### config.mk
export PLATFORM = sky130hd
export DESIGN_NAME = cfar_cell
export DESIGN_NICKNAME = d
export VERILOG_FILES = /design/src/sv/cfar_pkg.sv /design/src/sv/cfar_cell.sv
export SDC_FILE = /design/constraint.sdc
export NUM_CORES = 1
export LEC_CHECK = 0
export BUFFER_PORTS_ARGS = -buffer_cell sky130_fd_sc_hd__buf_4
export CORE_MARGIN = 1.5
export CORE_UTILIZATION = 40
export CTS_BUF_LIST = sky130_fd_sc_hd__clkbuf_16
export DETAILED_ROUTE_END_ITERATION = 8
export PLACE_DENSITY = 0.8
export SLEW_MARGIN = 10
export SYNTH_ARGS = -nofsm -noshare
export SYNTH_HDL_FRONTEND = slang
export SYNTH_SLANG_ARGS = --single-unit
### constraint.sdc
create_clock -name clk -period 1.65 [get_ports clk]
set_input_delay 0.0825 -clock clk [delete_from_list [all_inputs] [get_ports clk]]
set_output_delay 0.0825 -clock clk [all_outputs]
set_load 0.03 [all_outputs]
### src/sv/cfar_pkg.sv
// Shared types, constants and the arctangent table of the CFAR peak detector.
package cfar_pkg;

    localparam int WINDOW_DEPTH = 64;
    localparam int AGE_W        = $clog2(WINDOW_DEPTH);
    localparam int SAMPLE_BITS  = 16;
    localparam int MAG_W        = 17;
    localparam int SUM_W        = 24;
    localparam int CORDIC_ITERS = 24;
    localparam int CORDIC_W     = 34;
    localparam int SEARCH_MAX   = 32;

    // Register index, byte address 4*index
    typedef enum logic [2:0] {
        REG_LEAD_START = 3'd0,
        REG_LEAD_END   = 3'd1,
        REG_LAG_START  = 3'd2,
        REG_LAG_END    = 3'd3,
        REG_THRESHOLD  = 3'd4,
        REG_SEARCH     = 3'd5,
        REG_SKIP       = 3'd6,
        REG_UNUSED     = 3'd7
    } reg_index_t;

    typedef struct packed {
        logic signed [SAMPLE_BITS-1:0] signal_re;
        logic signed [SAMPLE_BITS-1:0] signal_im;
        logic signed [SAMPLE_BITS-1:0] corr_re;
        logic signed [SAMPLE_BITS-1:0] corr_im;
    } sample_t;

    typedef struct packed {
        logic signed [SAMPLE_BITS-1:0] out_signal_re;
        logic signed [SAMPLE_BITS-1:0] out_signal_im;
        logic signed [SAMPLE_BITS-1:0] out_corr_re;
        logic signed [SAMPLE_BITS-1:0] out_corr_im;
        logic                          detected;
        logic [4:0]                    peak_offset;
        logic signed [15:0]            peak_phase;
    } result_t;

    // One delay-line entry: both samples plus the correlation magnitude
    typedef struct packed {
        logic signed [SAMPLE_BITS-1:0] sig_re;
        logic signed [SAMPLE_BITS-1:0] sig_im;
        logic signed [SAMPLE_BITS-1:0] corr_re;
        logic signed [SAMPLE_BITS-1:0] corr_im;
        logic [MAG_W-1:0]              mag;
    } line_entry_t;

    // atan(2^-i), 2^32 = 2pi
    function automatic logic [31:0] cfar_atan(input logic [4:0] idx);
        logic [31:0] v;
        case (idx)
            5'd0:  v = 32'd536870912;
            5'd1:  v = 32'd316933406;
            5'd2:  v = 32'd167458907;
            5'd3:  v = 32'd85004756;
            5'd4:  v = 32'd42667331;
            5'd5:  v = 32'd21354465;
            5'd6:  v = 32'd10679838;
            5'd7:  v = 32'd5340245;
            5'd8:  v = 32'd2670163;
            5'd9:  v = 32'd1335087;
            5'd10: v = 32'd667544;
            5'd11: v = 32'd333772;
            5'd12: v = 32'd166886;
            5'd13: v = 32'd83443;
            5'd14: v = 32'd41722;
            5'd15: v = 32'd20861;
            5'd16: v = 32'd10430;
            5'd17: v = 32'd5215;
            5'd18: v = 32'd2608;
            5'd19: v = 32'd1304;
            5'd20: v = 32'd652;
            5'd21: v = 32'd326;
            5'd22: v = 32'd163;
            5'd23: v = 32'd81;
            default: v = 32'd0;
        endcase
        return v;
    endfunction

endpackage

### src/sv/cfar_cell.sv
// One delay-line cell: holds an entry and takes its neighbor's when the line moves.
module cfar_cell
    import cfar_pkg::*;
(
    input  logic        clk,
    input  logic        rst_n,
    input  logic        advance,
    input  line_entry_t d,
    output line_entry_t q
);

    line_entry_t entry_reg;

    always_ff @(posedge clk or negedge rst_n)
    begin
        if (!rst_n)
        begin
            entry_reg <= '0;
        end
        else if (advance)
        begin
            entry_reg <= d;
        end
    end

    assign q = entry_reg;

endmodule

==> impl_metrics.yaml <==
die:
  dieArea_sq_mm: 0.00909
  die_h_um: 95.3
  chipWidth_um: 95.3
  rows: 33
  num_io_pins: 165
  start_util_pct: 41.3
  core_sq_mm: 0.00826
global_route:
  grt_pass1_vias: 2611
  grt_pass1_wl_um: 13100
  grt_util_met3_pct: 4.63
  antenna_found_initial: 0
  grt-ovfl-total: 0
  grt_use_met2_pct: 34.8
  grt_max_degree: 42
  use_met1_pct: 22.1
  gr-usage-all-layers_pct: 19.2
  grt_busiest_layer: "met2"
route:
  drc_errors: 0
  postRouteAntennaNets: 0
  routed_via_density: 4.48
  routed_wl_um: 8650
  drt_first_pass_iters: 4
  vias: 2376
  drt_first_iter_violations: 54
  detail_route.wl_per_cell_um: 16.3
sta:
  setup_violations: 0
  finalCritPeriodShare_pct: 60.1
  final-hold-violation-count: 0
  slew_viol_final: 0
  finClkSkew_ns: 0
  rsz0062_at_grt: "false"
  worstMarginPinSlew_ns: 0.534
  fmax_mhz: 1010
  min_period_ns: 0.992
  slew_headroom_pct: 64.4
  fin_tns_setup_ns: 0
  fin_ws_ns: 0.658
place:
  dpl.hpwl_um: 5150
  io_buffers: 164
  place_congestion: 0.650
  dp_slack_ns: 0.657
min_path:
  hp-class: "in2reg"
clock_tree:
  ctsLongestPathBuffers: 2
  cts-buffers-inserted: 9
  clk_pin_slew_worst_paths_ns: 0.06
  holdBufCountCts: 76
  clock_latency_ns: 0.32
  cts-resized-gates: 0
  cts_tree: "built"
  postCtsSetupBuffers: 0
  htree_levels: 3
  cts_root_buf: "clkbuf_16"
  cts_sinks: 81
synth:
  synth_flop_cell: "dfrtp_1"
  yosysTopAreaCellShare_pct: 59.4
  yosys.cell_count.top_type: "dfrtp_1"
  ys_top_cells_by_area: "dfrtp_1 (59%), mux2_4 (35%), buf_12 (4.7%), buf_6 (0.33%), mux2_2 (0.33%)"
  syn-num-nets: 255
  synth-seq-cells: 81
  synth_edf_count: 0
  synth.distinct_cells: 5
  synthTopCellsByCount: "dfrtp_1 (81), mux2_4 (80), buf_12 (8), buf_6 (1), mux2_2 (1)"
  netlist_area_sq_mm: 0.00341
  synth-seq-area-share_pct: 59.4
  yosysWarnings: 0
  synthArstFlopShare_pct: 100
  netlist_instances: 171
  syn_avg_cell_area_sq_um: 19.9
  synth_top_area_cell: "dfrtp_1"
critical_path:
  slowest_stage: "dfrtp_1"
  startpoint_type: "flip-flop"
  setup.worst_path.class: "reg2out"
  worst-r2r-setup-slack_ns: 0.86
  worstPathCellList: "buf_4"
  endpoint_kind: "output port"
  arrival_ns: 0.91
  critPathMaxStageDelay_ns: 0.41
  cp_top_family: "flip-flops"
  cp_num_buf_inv: 1
  worst-path-max-fanout: 2
  cp.required_ns: 1.57
power:
  p_per_area_mw_per_mm2: 972
  leakage_uw: 0.00289
  ir_drop_mv: 0.471
finish:
  drive_gt1_share_pct: 61.6
  largest_reg_flops: 81
  antenna_cells: 0
  fin_nets: 505
  fillCellCount: 572
  area_growth_pct: 68.2
status:
  status: "completed"
run:
  cap_viol_max_count: 0
-- power by group --
part | leakage, uW | switching, uW | internal (uW)
Clock | 0.000128 | 743 | 1000
Combinational | 0.00182 | 716 | 801
Sequential | 0.000947 | 128 | 2190
-- through the flow --
step           std cells  power, uW  hold slack (ns)  util [%]  cell area, sq um
6_report             530       5580           0.0120      69.5              5740
3_3_place_gp         434       3670           0.0896      56.5              4660
5_1_grt              530       5830         0.000181      69.5              5740
4_1_cts              525       5610         0.000436      68.8              5690
2_1_floorplan        171       3140           -0.213         -              3410
3_5_place_dp         434       3700           0.0950      56.5              4660
-- cell usage in the layout (no fill, tap or decap) --
master	synthesis	final
buf_12	8	3
buf_4	0	164
clkbuf_16	0	9
clkinv_2	0	2
clkinv_4	0	1
clkinvlp_4	0	2
dfrtp_1	81	81
dlygate4sd3_1	0	81
inv_1	0	1
mux2_2	1	1
mux2_4	80	80
-- final timing paths --
kind                            startpoint    end  cells after the start
worst max-delay path                 q[14]  q[14]                      1
worst min-delay path                 d[72]  q[72]                      2
worst max register to register       q[14]  q[14]                      1
worst min register to register       q[25]  q[25]                      1
max in group asynchronous            rst_n  q[51]                      3
min in group asynchronous            rst_n  q[79]                      2
-- layout make-up --
cell class	count	area (sq um)	share of cell area, %
Timing Repair Buffer	248	2100	36.6
Sequential cell	81	2030	35.3
Multi-Input combinational cell	81	1210	21.1
Clock buffer	9	225	3.93
Tap cell	105	131	2.29
Clock inverter	6	37.5	0.654
-- kinds of logic (layout without fill, tap and decap cells) --
logic type | after synthesis | in the layout | synth area share [%]
multiplexers | 81 | 81 | 35.5
flip-flops | 81 | 81 | 59.4
buffers and inverters | 9 | 263 | 5.03
-- metal layers --
metal,vias to the layer above,wire length [um]
li1,1094,-
met1,1180,3370
met2,90,4730
met3,12,446
met4,0,110
met5,-,0
Power figures use the tool's default switching activity.
