## src/sv/cfar_pkg.sv

```systemverilog
// Shared types, constants and the arctangent table of the CFAR peak detector.
package cfar_pkg;

    localparam int WINDOW_DEPTH = 64;
    localparam int AGE_W        = $clog2(WINDOW_DEPTH);
    localparam int SAMPLE_BITS  = 16;
    localparam int MAG_W        = 17;
    localparam int SUM_W        = 24;
    localparam int CORDIC_ITERS = 24;
    localparam int CORDIC_W     = 34;
    localparam int SEARCH_MAX   = 32;

    // Register index, byte address 4*index
    typedef enum logic [2:0] {
        REG_LEAD_START = 3'd0,
        REG_LEAD_END   = 3'd1,
        REG_LAG_START  = 3'd2,
        REG_LAG_END    = 3'd3,
        REG_THRESHOLD  = 3'd4,
        REG_SEARCH     = 3'd5,
        REG_SKIP       = 3'd6,
        REG_UNUSED     = 3'd7
    } reg_index_t;

    typedef struct packed {
        logic signed [SAMPLE_BITS-1:0] signal_re;
        logic signed [SAMPLE_BITS-1:0] signal_im;
        logic signed [SAMPLE_BITS-1:0] corr_re;
        logic signed [SAMPLE_BITS-1:0] corr_im;
    } sample_t;

    typedef struct packed {
        logic signed [SAMPLE_BITS-1:0] out_signal_re;
        logic signed [SAMPLE_BITS-1:0] out_signal_im;
        logic signed [SAMPLE_BITS-1:0] out_corr_re;
        logic signed [SAMPLE_BITS-1:0] out_corr_im;
        logic                          detected;
        logic [4:0]                    peak_offset;
        logic signed [15:0]            peak_phase;
    } result_t;

    // One delay-line entry: both samples plus the correlation magnitude
    typedef struct packed {
        logic signed [SAMPLE_BITS-1:0] sig_re;
        logic signed [SAMPLE_BITS-1:0] sig_im;
        logic signed [SAMPLE_BITS-1:0] corr_re;
        logic signed [SAMPLE_BITS-1:0] corr_im;
        logic [MAG_W-1:0]              mag;
    } line_entry_t;

    // atan(2^-i), 2^32 = 2pi
    function automatic logic [31:0] cfar_atan(input logic [4:0] idx);
        logic [31:0] v;
        case (idx)
            5'd0:  v = 32'd536870912;
            5'd1:  v = 32'd316933406;
            5'd2:  v = 32'd167458907;
            5'd3:  v = 32'd85004756;
            5'd4:  v = 32'd42667331;
            5'd5:  v = 32'd21354465;
            5'd6:  v = 32'd10679838;
            5'd7:  v = 32'd5340245;
            5'd8:  v = 32'd2670163;
            5'd9:  v = 32'd1335087;
            5'd10: v = 32'd667544;
            5'd11: v = 32'd333772;
            5'd12: v = 32'd166886;
            5'd13: v = 32'd83443;
            5'd14: v = 32'd41722;
            5'd15: v = 32'd20861;
            5'd16: v = 32'd10430;
            5'd17: v = 32'd5215;
            5'd18: v = 32'd2608;
            5'd19: v = 32'd1304;
            5'd20: v = 32'd652;
            5'd21: v = 32'd326;
            5'd22: v = 32'd163;
            5'd23: v = 32'd81;
            default: v = 32'd0;
        endcase
        return v;
    endfunction

endpackage

```

## src/sv/cfar_root.sv

```systemverilog
// Bit-serial magnitude unit: floor(sqrt(re^2 + im^2)), one result bit per cycle.
module cfar_root
    import cfar_pkg::*;
(
    input  logic                          clk,
    input  logic                          rst_n,
    input  logic                          start,
    input  logic signed [SAMPLE_BITS-1:0] re,
    input  logic signed [SAMPLE_BITS-1:0] im,
    output logic                          done,
    output logic [MAG_W-1:0]              root
);

    logic [31:0] re_sq_reg;
    logic [31:0] im_sq_reg;
    logic [31:0] rem_reg;
    logic [31:0] root_reg;
    logic [31:0] bit_reg;
    logic [3:0]  count_reg;
    logic        load_reg;
    logic        busy_reg;
    logic        done_reg;
    logic [31:0] trial;

    assign trial = root_reg + bit_reg;

    always_ff @(posedge clk or negedge rst_n)
    begin
        if (!rst_n)
        begin
            load_reg  <= 1'b0;
            busy_reg  <= 1'b0;
            done_reg  <= 1'b0;
            count_reg <= '0;
        end
        else
        begin
            done_reg <= 1'b0;
            load_reg <= start;
            if (start)
            begin
                re_sq_reg <= 32'(re * re);
                im_sq_reg <= 32'(im * im);
            end
            if (load_reg)
            begin
                rem_reg   <= re_sq_reg + im_sq_reg;
                root_reg  <= '0;
                bit_reg   <= 32'h4000_0000;
                count_reg <= '0;
                busy_reg  <= 1'b1;
            end
            else if (busy_reg)
            begin
                if (rem_reg >= trial)
                begin
                    rem_reg  <= rem_reg - trial;
                    root_reg <= (root_reg >> 1) + bit_reg;
                end
                else
                begin
                    root_reg <= root_reg >> 1;
                end
                bit_reg   <= bit_reg >> 2;
                count_reg <= count_reg + 4'd1;
                if (count_reg == 4'd15)
                begin
                    busy_reg <= 1'b0;
                    done_reg <= 1'b1;
                end
            end
        end
    end

    assign done = done_reg;
    assign root = root_reg[MAG_W-1:0];

endmodule

```

## config.mk

```make
export PLATFORM = sky130hd
export DESIGN_NAME = cfar_root
export DESIGN_NICKNAME = d
export VERILOG_FILES = /design/src/sv/cfar_pkg.sv /design/src/sv/cfar_root.sv
export SDC_FILE = /design/constraint.sdc
export NUM_CORES = 2
export LEC_CHECK = 0
export ABC_AREA = 0
export BUFFER_PORTS_ARGS = -buffer_cell sky130_fd_sc_hd__buf_2
export CORE_MARGIN = 2
export CORE_UTILIZATION = 34
export DETAILED_ROUTE_END_ITERATION = 7
export PLACE_DENSITY_LB_ADDON = 0.3
export REMOVE_ABC_BUFFERS = 1
export SYNTH_ARGS = -nofsm -noshare
export SYNTH_HDL_FRONTEND = slang
export SYNTH_SLANG_ARGS = --single-unit
```

## constraint.sdc

```tcl
create_clock -name clk -period 6 [get_ports clk]
set_input_delay 1.8 -clock clk [delete_from_list [all_inputs] [get_ports clk]]
set_output_delay 1.8 -clock clk [all_outputs]
set_load 0.03 [all_outputs]
```

==> impl_metrics.csv <==
group,metric,value,unit
outcome,status,"finished, violations left",
outcome,violations,"setup timing",
place,placed_cells,4748,
layout,antennaDiodeCount,0,
drt,first_pass_iters,5,
yosys,syn_area,30200,µm²
global_route,grt_max_degree,80,
floorplanning,ios,53,
worst_setup_path,required,6.21,ns
drt,vias,23000,
cts,cts_buffers,17,
yosys,netlist-cell-type-count,81,
cts,path_clk_slew,0.07,ns
drt,wl,71900,µm
global_route,grt_use_total,16.3,%
place,place_area,34700,µm²
sta,rsz0062_at_grt,"yes",
yosys,netlist.area_leader.share,31.3,%
min_path,hp-class,"flop to flop",
place,place_ws,-2.07,ns
place,gp_congestion,0.905,
drt,via_per_inst,4.75,
cts,cts-root-buf,"clkbuf_16",
worst_setup_path,endpoint_kind,"flop",
global_route,antenna_found_initial,0,
worst_setup_path,worstSetupStartpointType,"input port",
drt,drtIter0Drc,1043,
yosys,synthTopCellsByArea,"fa_1 31%, edfxtp_1 16%, ha_1 13%",
sta,relSlewSlack,32.6,%
worst_setup_path,cp.buffers_inverters,7,
worst_setup_path,cp_slowest_cell,"fa_1",
yosys,yosysSeqAreaShare,16.3,%
floorplanning,dieArea,91200,µm²
layout,fin_area,38000,µm²
worst_setup_path,crit_chain,"buf_6 > buf_4 > buf_4 > and2_2 > fa_1 > inv_1 > fa_1 > inv_1 > fa_1 > fa_2 > fa_1 > inv_1 > fa_1 > inv_1 > ha_1 > a21oi_2 > nand2_1 > nand2_1 > a31oi_2 > or4_4 > and3_4 > a2111oi_4 > a21oi_2 > xnor2_1",
global_route,grt_pass1_wl,121000,µm
cts,clock_insertion_delay_worst_skew,0.46,ns
yosys,synth_seq_cells,165,
drt,routedWlPerCell,14.8,µm
place,hpwl,58900,µm
cts,tritoncts,"done",
sta,slew_viol_final,0,
cts,clk_path_buf_depth,2,
sta,skew,0.0155,ns
yosys,synth_common_cells,"670 x inv_1, 472 x fa_1, 303 x ha_1, 234 x nand2_1, 215 x nor2_1",
yosys,synth.most_common_cell,"inv_1",
floorplanning,rows,109,
sta,clock.fmax,140,MHz
yosys,synthArstFlopShare,4.24,%
layout,syn2layout_area_growth,25.8,%
drt,drc_errors,0,
cts,htree_levels,4,
worst_setup_path,crit_top_cell,"fa_1",
layout,nets,4481,
yosys,synth_cells,3216,
layout,fillers,8610,
cts,hold_buffers,0,
sta,fin_crit,7.14,ns
layout,stdcell_count,4849,
floorplanning,die_w,302,µm
sta,hold_violations,0,
sta,setup_slack,-1.14,ns
global_route,gr-total-overflow,0,
yosys,synth-edff-count,158,
layout,drive_gt1_share,24.4,%
yosys,post-synth-top-area-cell,"fa_1",
drt,detail-route-antenna-nets,0,
worst_setup_path,cp_slowest_stage_delay,0.55,ns
worst_setup_path,critPathMaxFanout,6,
floorplanning,core_area,88200,µm²
worst_setup_path,critical-path-top-delay-family,"adder cells",
sta,worst_pin_slew,1.01,ns
worst_setup_path,critPathKind,"input port to flop",
yosys,ys.flop_type,"edfxtp_1",
worst_setup_path,arrival,7.35,ns
yosys,avgSynthCellArea,9.39,µm²
cts,cts.sinks,165,
sta,layout_worst_path_cycle_share,119,%
place,port_buffers,52,
yosys,yosys_warnings,0,
global_route,first_global_vias,24300,
flow_run,cap_violations,0,
floorplanning,start_util,34.2,%
floorplanning,die_y,302,µm
sta,finalSetupViolCount,40,
[metal layers]
layer / wire length [µm] / vias up / track usage [%]
li1: - / 11300 / -
met1: 33000 / 11400 / 21.7
met2: 36600 / 238 / 29.3
met3: 1450 / 57 / 1.48
met4: 852 / 0 / 2.55
met5: 0 / - / 0
[kinds of logic (layout without fill, tap and decap cells)]
group           count (synthesis)  in the layout  share of synthesized area (%)
xor+xnor                      188            188                           5.45
simple gates                  740            740                           11.5
flops                         165            165                           16.3
compound gates                530            530                           11.5
fa+ha+maj                     775            775                           43.8
buf+inv                       770           1238                           9.79
mux                            48             48                           1.60
[placed cells by master, fill, tap and decap left out, types with 56 or more instances in the layout]
master,Yosys,routed
buf_4,17,388
nand2_1,234,203
fa_1,472,447
edfxtp_1,158,158
and2_1,87,61
a21o_1,79,79
ha_1,303,271
nor2_1,215,196
inv_1,670,607
a21oi_1,164,133
xnor2_1,129,114
buf_6,0,92
inv_2,1,56
[worst paths after layout]
kind                            slack (ns)       endpoint          from  cells after the start
worst max register to register        0.41   root_reg[30]  root_reg[10]                     25
worst min register to register        0.55   count_reg[3]  count_reg[3]                      2
worst min-delay path                  0.55   count_reg[3]  count_reg[3]                      2
worst max-delay path                 -1.14  re_sq_reg[31]         re[8]                     24
min in group asynchronous             1.27       load_reg         rst_n                      1
max in group asynchronous             4.38       busy_reg         rst_n                      1
[layout make-up]
class | count | area, µm² | share of cell area [%]
well taps | 1165 | 1460 | 3.84
clock buffers | 19 | 433 | 1.14
clock inverters | 13 | 181 | 0.477
repair buffers | 535 | 4620 | 12.1
inverters | 671 | 2540 | 6.69
multi-input cells | 2281 | 23800 | 62.7
flip-flops and latches | 165 | 4930 | 13.0
[per-stage QoR]
stage / utilization [%] / TNS, ns / hold slack (ns)
global route: 43.1 / -33.22 / 0.585
finish: 43.1 / -26.92 / 0.548
floorplan: - / -45.18 / 0.505
global placement: 39.3 / -56.50 / 0.529
CTS: 42.1 / -25.22 / 0.552
detailed placement: 39.3 / -57.45 / 0.535
[tightest hold or removal path: stages (launching register included)]
cell and delay (ns):
dfrtp_1 0.36, xor2_1 0.07, nor2_1 0.07
[repair_timing]
action,4_1_cts,5_1_grt
pin swaps,178,125
gates cloned,0,1
resized for setup,370,192
setup buffers,63,37
endpoints found under the setup margin,43,108
Power is not shown: default switching activity piles up to over one toggle a cycle in this logic, so the estimate is an artifact.
