### src/sv/cfar_pkg.sv
// Shared types, constants and the arctangent table of the CFAR peak detector.
package cfar_pkg;

    localparam int WINDOW_DEPTH = 64;
    localparam int AGE_W        = $clog2(WINDOW_DEPTH);
    localparam int SAMPLE_BITS  = 16;
    localparam int MAG_W        = 17;
    localparam int SUM_W        = 24;
    localparam int CORDIC_ITERS = 24;
    localparam int CORDIC_W     = 34;
    localparam int SEARCH_MAX   = 32;

    // Register index, byte address 4*index
    typedef enum logic [2:0] {
        REG_LEAD_START = 3'd0,
        REG_LEAD_END   = 3'd1,
        REG_LAG_START  = 3'd2,
        REG_LAG_END    = 3'd3,
        REG_THRESHOLD  = 3'd4,
        REG_SEARCH     = 3'd5,
        REG_SKIP       = 3'd6,
        REG_UNUSED     = 3'd7
    } reg_index_t;

    typedef struct packed {
        logic signed [SAMPLE_BITS-1:0] signal_re;
        logic signed [SAMPLE_BITS-1:0] signal_im;
        logic signed [SAMPLE_BITS-1:0] corr_re;
        logic signed [SAMPLE_BITS-1:0] corr_im;
    } sample_t;

    typedef struct packed {
        logic signed [SAMPLE_BITS-1:0] out_signal_re;
        logic signed [SAMPLE_BITS-1:0] out_signal_im;
        logic signed [SAMPLE_BITS-1:0] out_corr_re;
        logic signed [SAMPLE_BITS-1:0] out_corr_im;
        logic                          detected;
        logic [4:0]                    peak_offset;
        logic signed [15:0]            peak_phase;
    } result_t;

    // One delay-line entry: both samples plus the correlation magnitude
    typedef struct packed {
        logic signed [SAMPLE_BITS-1:0] sig_re;
        logic signed [SAMPLE_BITS-1:0] sig_im;
        logic signed [SAMPLE_BITS-1:0] corr_re;
        logic signed [SAMPLE_BITS-1:0] corr_im;
        logic [MAG_W-1:0]              mag;
    } line_entry_t;

    // atan(2^-i), 2^32 = 2pi
    function automatic logic [31:0] cfar_atan(input logic [4:0] idx);
        logic [31:0] v;
        case (idx)
            5'd0:  v = 32'd536870912;
            5'd1:  v = 32'd316933406;
            5'd2:  v = 32'd167458907;
            5'd3:  v = 32'd85004756;
            5'd4:  v = 32'd42667331;
            5'd5:  v = 32'd21354465;
            5'd6:  v = 32'd10679838;
            5'd7:  v = 32'd5340245;
            5'd8:  v = 32'd2670163;
            5'd9:  v = 32'd1335087;
            5'd10: v = 32'd667544;
            5'd11: v = 32'd333772;
            5'd12: v = 32'd166886;
            5'd13: v = 32'd83443;
            5'd14: v = 32'd41722;
            5'd15: v = 32'd20861;
            5'd16: v = 32'd10430;
            5'd17: v = 32'd5215;
            5'd18: v = 32'd2608;
            5'd19: v = 32'd1304;
            5'd20: v = 32'd652;
            5'd21: v = 32'd326;
            5'd22: v = 32'd163;
            5'd23: v = 32'd81;
            default: v = 32'd0;
        endcase
        return v;
    endfunction

endpackage

### src/sv/cfar_cordic.sv
// Iterative vectoring CORDIC: negated phase of a complex sample, one iteration per cycle.
module cfar_cordic
    import cfar_pkg::*;
(
    input  logic                          clk,
    input  logic                          rst_n,
    input  logic                          start,
    input  logic signed [SAMPLE_BITS-1:0] re,
    input  logic signed [SAMPLE_BITS-1:0] im,
    output logic                          done,
    output logic signed [15:0]            phase
);

    logic signed [CORDIC_W-1:0] x_reg;
    logic signed [CORDIC_W-1:0] y_reg;
    logic [31:0]                ang_reg;
    logic                       zero_reg;
    logic [4:0]                 iter_reg;
    logic                       busy_reg;
    logic                       done_reg;
    logic signed [CORDIC_W-1:0] x_init;
    logic signed [CORDIC_W-1:0] y_init;
    logic signed [CORDIC_W-1:0] x_sh;
    logic signed [CORDIC_W-1:0] y_sh;
    logic [31:0]                rounded;

    assign x_init = CORDIC_W'(re) <<< 14;
    assign y_init = CORDIC_W'(im) <<< 14;
    assign x_sh   = x_reg >>> iter_reg;
    assign y_sh   = y_reg >>> iter_reg;

    always_ff @(posedge clk or negedge rst_n)
    begin
        if (!rst_n)
        begin
            busy_reg <= 1'b0;
            done_reg <= 1'b0;
            iter_reg <= '0;
        end
        else
        begin
            done_reg <= 1'b0;
            if (start)
            begin
                zero_reg <= (re == '0) && (im == '0);
                iter_reg <= '0;
                busy_reg <= 1'b1;
                // Left half plane: rotate by pi first
                if (re < 0)
                begin
                    x_reg   <= -x_init;
                    y_reg   <= -y_init;
                    ang_reg <= 32'h8000_0000;
                end
                else
                begin
                    x_reg   <= x_init;
                    y_reg   <= y_init;
                    ang_reg <= '0;
                end
            end
            else if (busy_reg)
            begin
                if (y_reg >= 0)
                begin
                    x_reg   <= x_reg + y_sh;
                    y_reg   <= y_reg - x_sh;
                    ang_reg <= ang_reg + cfar_atan(iter_reg);
                end
                else
                begin
                    x_reg   <= x_reg - y_sh;
                    y_reg   <= y_reg + x_sh;
                    ang_reg <= ang_reg - cfar_atan(iter_reg);
                end
                iter_reg <= iter_reg + 5'd1;
                if (iter_reg == 5'(CORDIC_ITERS - 1))
                begin
                    busy_reg <= 1'b0;
                    done_reg <= 1'b1;
                end
            end
        end
    end

    assign rounded = ang_reg + 32'h0000_8000;
    assign done    = done_reg;
    assign phase   = zero_reg ? 16'sd0 : $signed(16'(16'd0 - rounded[31:16]));

endmodule
### config.mk
export PLATFORM = sky130hd
export DESIGN_NAME = cfar_cordic
export DESIGN_NICKNAME = d
export VERILOG_FILES = /design/src/sv/cfar_pkg.sv /design/src/sv/cfar_cordic.sv
export SDC_FILE = /design/constraint.sdc
export NUM_CORES = 1
export LEC_CHECK = 0
export BUFFER_PORTS_ARGS = -buffer_cell sky130_fd_sc_hd__clkbuf_2
export CAP_MARGIN = 0
export CORE_MARGIN = 1.5
export CORE_UTILIZATION = 25
export CTS_CLUSTER_SIZE = 30
export DETAILED_ROUTE_END_ITERATION = 12
export SYNTH_ARGS = -nofsm -noshare
export SYNTH_HDL_FRONTEND = slang
export SYNTH_SLANG_ARGS = --single-unit
### constraint.sdc
create_clock -name clk -period 18.7 [get_ports clk]
set_input_delay 2.805 -clock clk [delete_from_list [all_inputs] [get_ports clk]]
set_output_delay 2.805 -clock clk [all_outputs]
set_load 0.05 [all_outputs]
==> flow_summary_export.csv <==
group,metric,value,unit
finish,multiInputGateArea,13400,um^2
clock_tree,cts_tree,"built",
die,die_h,267,um
yosys,synth_area_per_cell,8.36,um^2
sta,grt_setup_unrepaired,"false",
critical_path,critical_path.max_fanout,52,
yosys,synthCells,2083,
run_status,status,"finished, final reports clean",
critical_path,rr_endpoint,"x_reg[33]",
sta,drv_slew,0,
clock_tree,clk_latency,0.41,ns
sta,skew,0.00939,ns
global_route,antenna_found_initial,1,
placed_design,place.gp.congestion,1.07,
route,dr.pass1.iters,5,
sta,fin_tns_setup,0,ns
sta,finalHoldViolCount,0,
sta,period_needed,8.04,ns
critical_path,startpoint,"iter_reg[1]",
critical_path,rr_startpoint,"iter_reg[1]",
yosys,yosysTopAreaCell,"edfxtp_1",
clock_tree,cts.repair.resized,0,
clock_tree,cts_buffer_depth,2,
critical_path,crit_type,"reg2reg",
route,drc_errors,0,
yosys,synth_nets,2232,
yosys,netlist.area_leader.share,17.4,%
yosys,netlist_area,17400,um^2
critical_path,r2r_cells,20,
hold_path,hp-class,"reg2reg",
route,post_drt_via_cell_ratio,5.53,
route,ant_nets,0,
die,io-pin-count,52,
clock_tree,clock_sinks,108,
placed_design,port_buffers,51,
die,die_area,71200,um^2
finish,register_area,3220,um^2
sta,setup_violations,0,
critical_path,endpoint_kind,"flip-flop",
route,drt_iter0_markers,1652,
finish,antennaDiodeCount,0,
yosys,yosys_warnings,0,
global_route,grt_max_degree,68,
yosys,yosys_register_bits,108,
yosys,yosysMostFrequentCell,"nor2_1",
finish,nNetsFinal,2198,
die,core,68700,um^2
die,die_x,267,um
die,initial_core_util,25.3,%
finish,syn_to_final_growth,7.60,%
sta,fmax,124,MHz
global_route,grt_pass1_vias,15700,
yosys,synthTopCellsByArea,"edfxtp_1 (17%), mux4_2 (8.9%), ha_1 (8.0%), xnor2_1 (6.5%), nor2_1 (4.5%)",
critical_path,crit_arrival,8.18,ns
route,wire_per_inst,20.0,um
sta,period_share,43.0,%
finish,drive_gt1_share,11.9,%
sta,relSlewSlack,25.6,%
clock_tree,cts_hold_buf,0,
sta,tightest_slew,1.12,ns
clock_tree,cts_buffers,9,
global_route,grt_usage,16.7,%
route,route.vias.total,16500,
yosys,synth_enable_flop_cells,101,
run,maxCapViolations,0,
critical_path,critPathCapture,"x_reg[33]",
clock_tree,clkTransAtPathRegs,0.08,ns
critical_path,critPathLaunchType,"flip-flop",
global_route,overflow,0,
yosys,synthTopCellsByCount,"nor2_1 (207), nand2_1 (182), a21oi_1 (153)",
clock_tree,root_buffer,"clkbuf_16",
clock_tree,post_cts_buffers,0,
die,rows,96,
route,routed_wirelength,59800,um
yosys,postSynth.asyncResetShare,6.48,%
yosys,synthFlopType,"edfxtp_1",
yosys,yosys.cell_types.count,97,
yosys,ys_seq_area_share,18.4,%
critical_path,rrSetupSlack,10.66,ns
critical_path,crit_required,18.84,ns
finish,n_fill_cell,7548,
clock_tree,htreeDepth,3,
placed_design,post-dp-hpwl,45200,um
global_route,grt_pass1_wl,93100,um
final cells by class:
type                       instances  area share, %
inverter                          48          0.962
sequential                       108           17.2
clock buffer                       9           1.20
multi-input combinational       1806           71.7
timing repair buffer              76           2.38
clock inverter                     7          0.321
tap                              931           6.22
worst min-delay path by stage:
stage / start / end / slack, ns / cells past startpoint
floorplan: ang_reg[0] / ang_reg[0] / 0.63 / 2
global placement: ang_reg[0] / ang_reg[0] / 0.65 / 2
detailed placement: ang_reg[0] / ang_reg[0] / 0.67 / 2
CTS: ang_reg[0] / ang_reg[0] / 0.70 / 2
global route: ang_reg[0] / ang_reg[0] / 0.73 / 2
finish: ang_reg[0] / ang_reg[0] / 0.68 / 2
worst max-delay path, cell delays in order, from the launching register on:
cell	delay [ns]
dfrtp_4	0.83
buf_4	0.66
mux4_2	0.49
mux2i_1	0.67
o221ai_1	0.24
nor3_1	0.66
nand4bb_1	0.39
nor4_4	0.47
nand2_1	0.14
o31ai_1	0.28
xor2_1	0.10
ha_1	0.43
and3_1	0.23
nand4_1	0.12
a2111oi_0	0.75
o31ai_1	0.34
o31ai_1	0.43
a21o_1	0.17
a21oi_1	0.07
xor2_1	0.17
nor2_1	0.06
cell usage in the layout (no fill, tap or decap), types with 44 or more instances in the layout:
cell type  Yosys  final
a21oi_1      153    153
xnor2_1      129    129
mux4_2        69     69
mux2i_1       63     63
a21o_1        65     65
edfxtp_1     101    101
nand2_1      182    182
o21ai_0      143    142
ha_1         111    111
clkbuf_2       1     50
inv_1         44     44
xor2_1        88     88
nor2_1       207    207
routing by layer:
layer / vias to the layer above / global-route usage, % / part of all wire [%]
met2: 653 / 26.3 / 45
met1: 7913 / 22.2 / 44
met3: 147 / 3.04 / 7.3
met5: - / 0 / 0
met4: 0 / 7.63 / 4.4
li1: 7802 / - / -
logic make-up after synthesis:
logic type	count (synthesis)	synth area share, %
flops	108	18.4
buf+inv	169	4.43
mux	161	14.5
xor+xnor	217	10.9
fa+ha+maj	114	8.32
simple gates	666	18.9
compound gates	648	24.5
through the flow:
stage | setup WS [ns] | area (um^2) | instances | utilization [%] | hold slack [ns]
floorplan | 12.30 | 17400 | 2083 | - | 0.634
global placement | 10.93 | 18400 | 2969 | 26.8 | 0.649
detailed placement | 10.96 | 18400 | 2969 | 26.8 | 0.668
CTS | 10.91 | 18700 | 2985 | 27.3 | 0.696
global route | 10.19 | 18700 | 2985 | 27.3 | 0.730
finish | 10.66 | 18700 | 2985 | 27.3 | 0.684
Power is not shown: default switching activity piles up to over one toggle a cycle in this logic, so the estimate is an artifact.
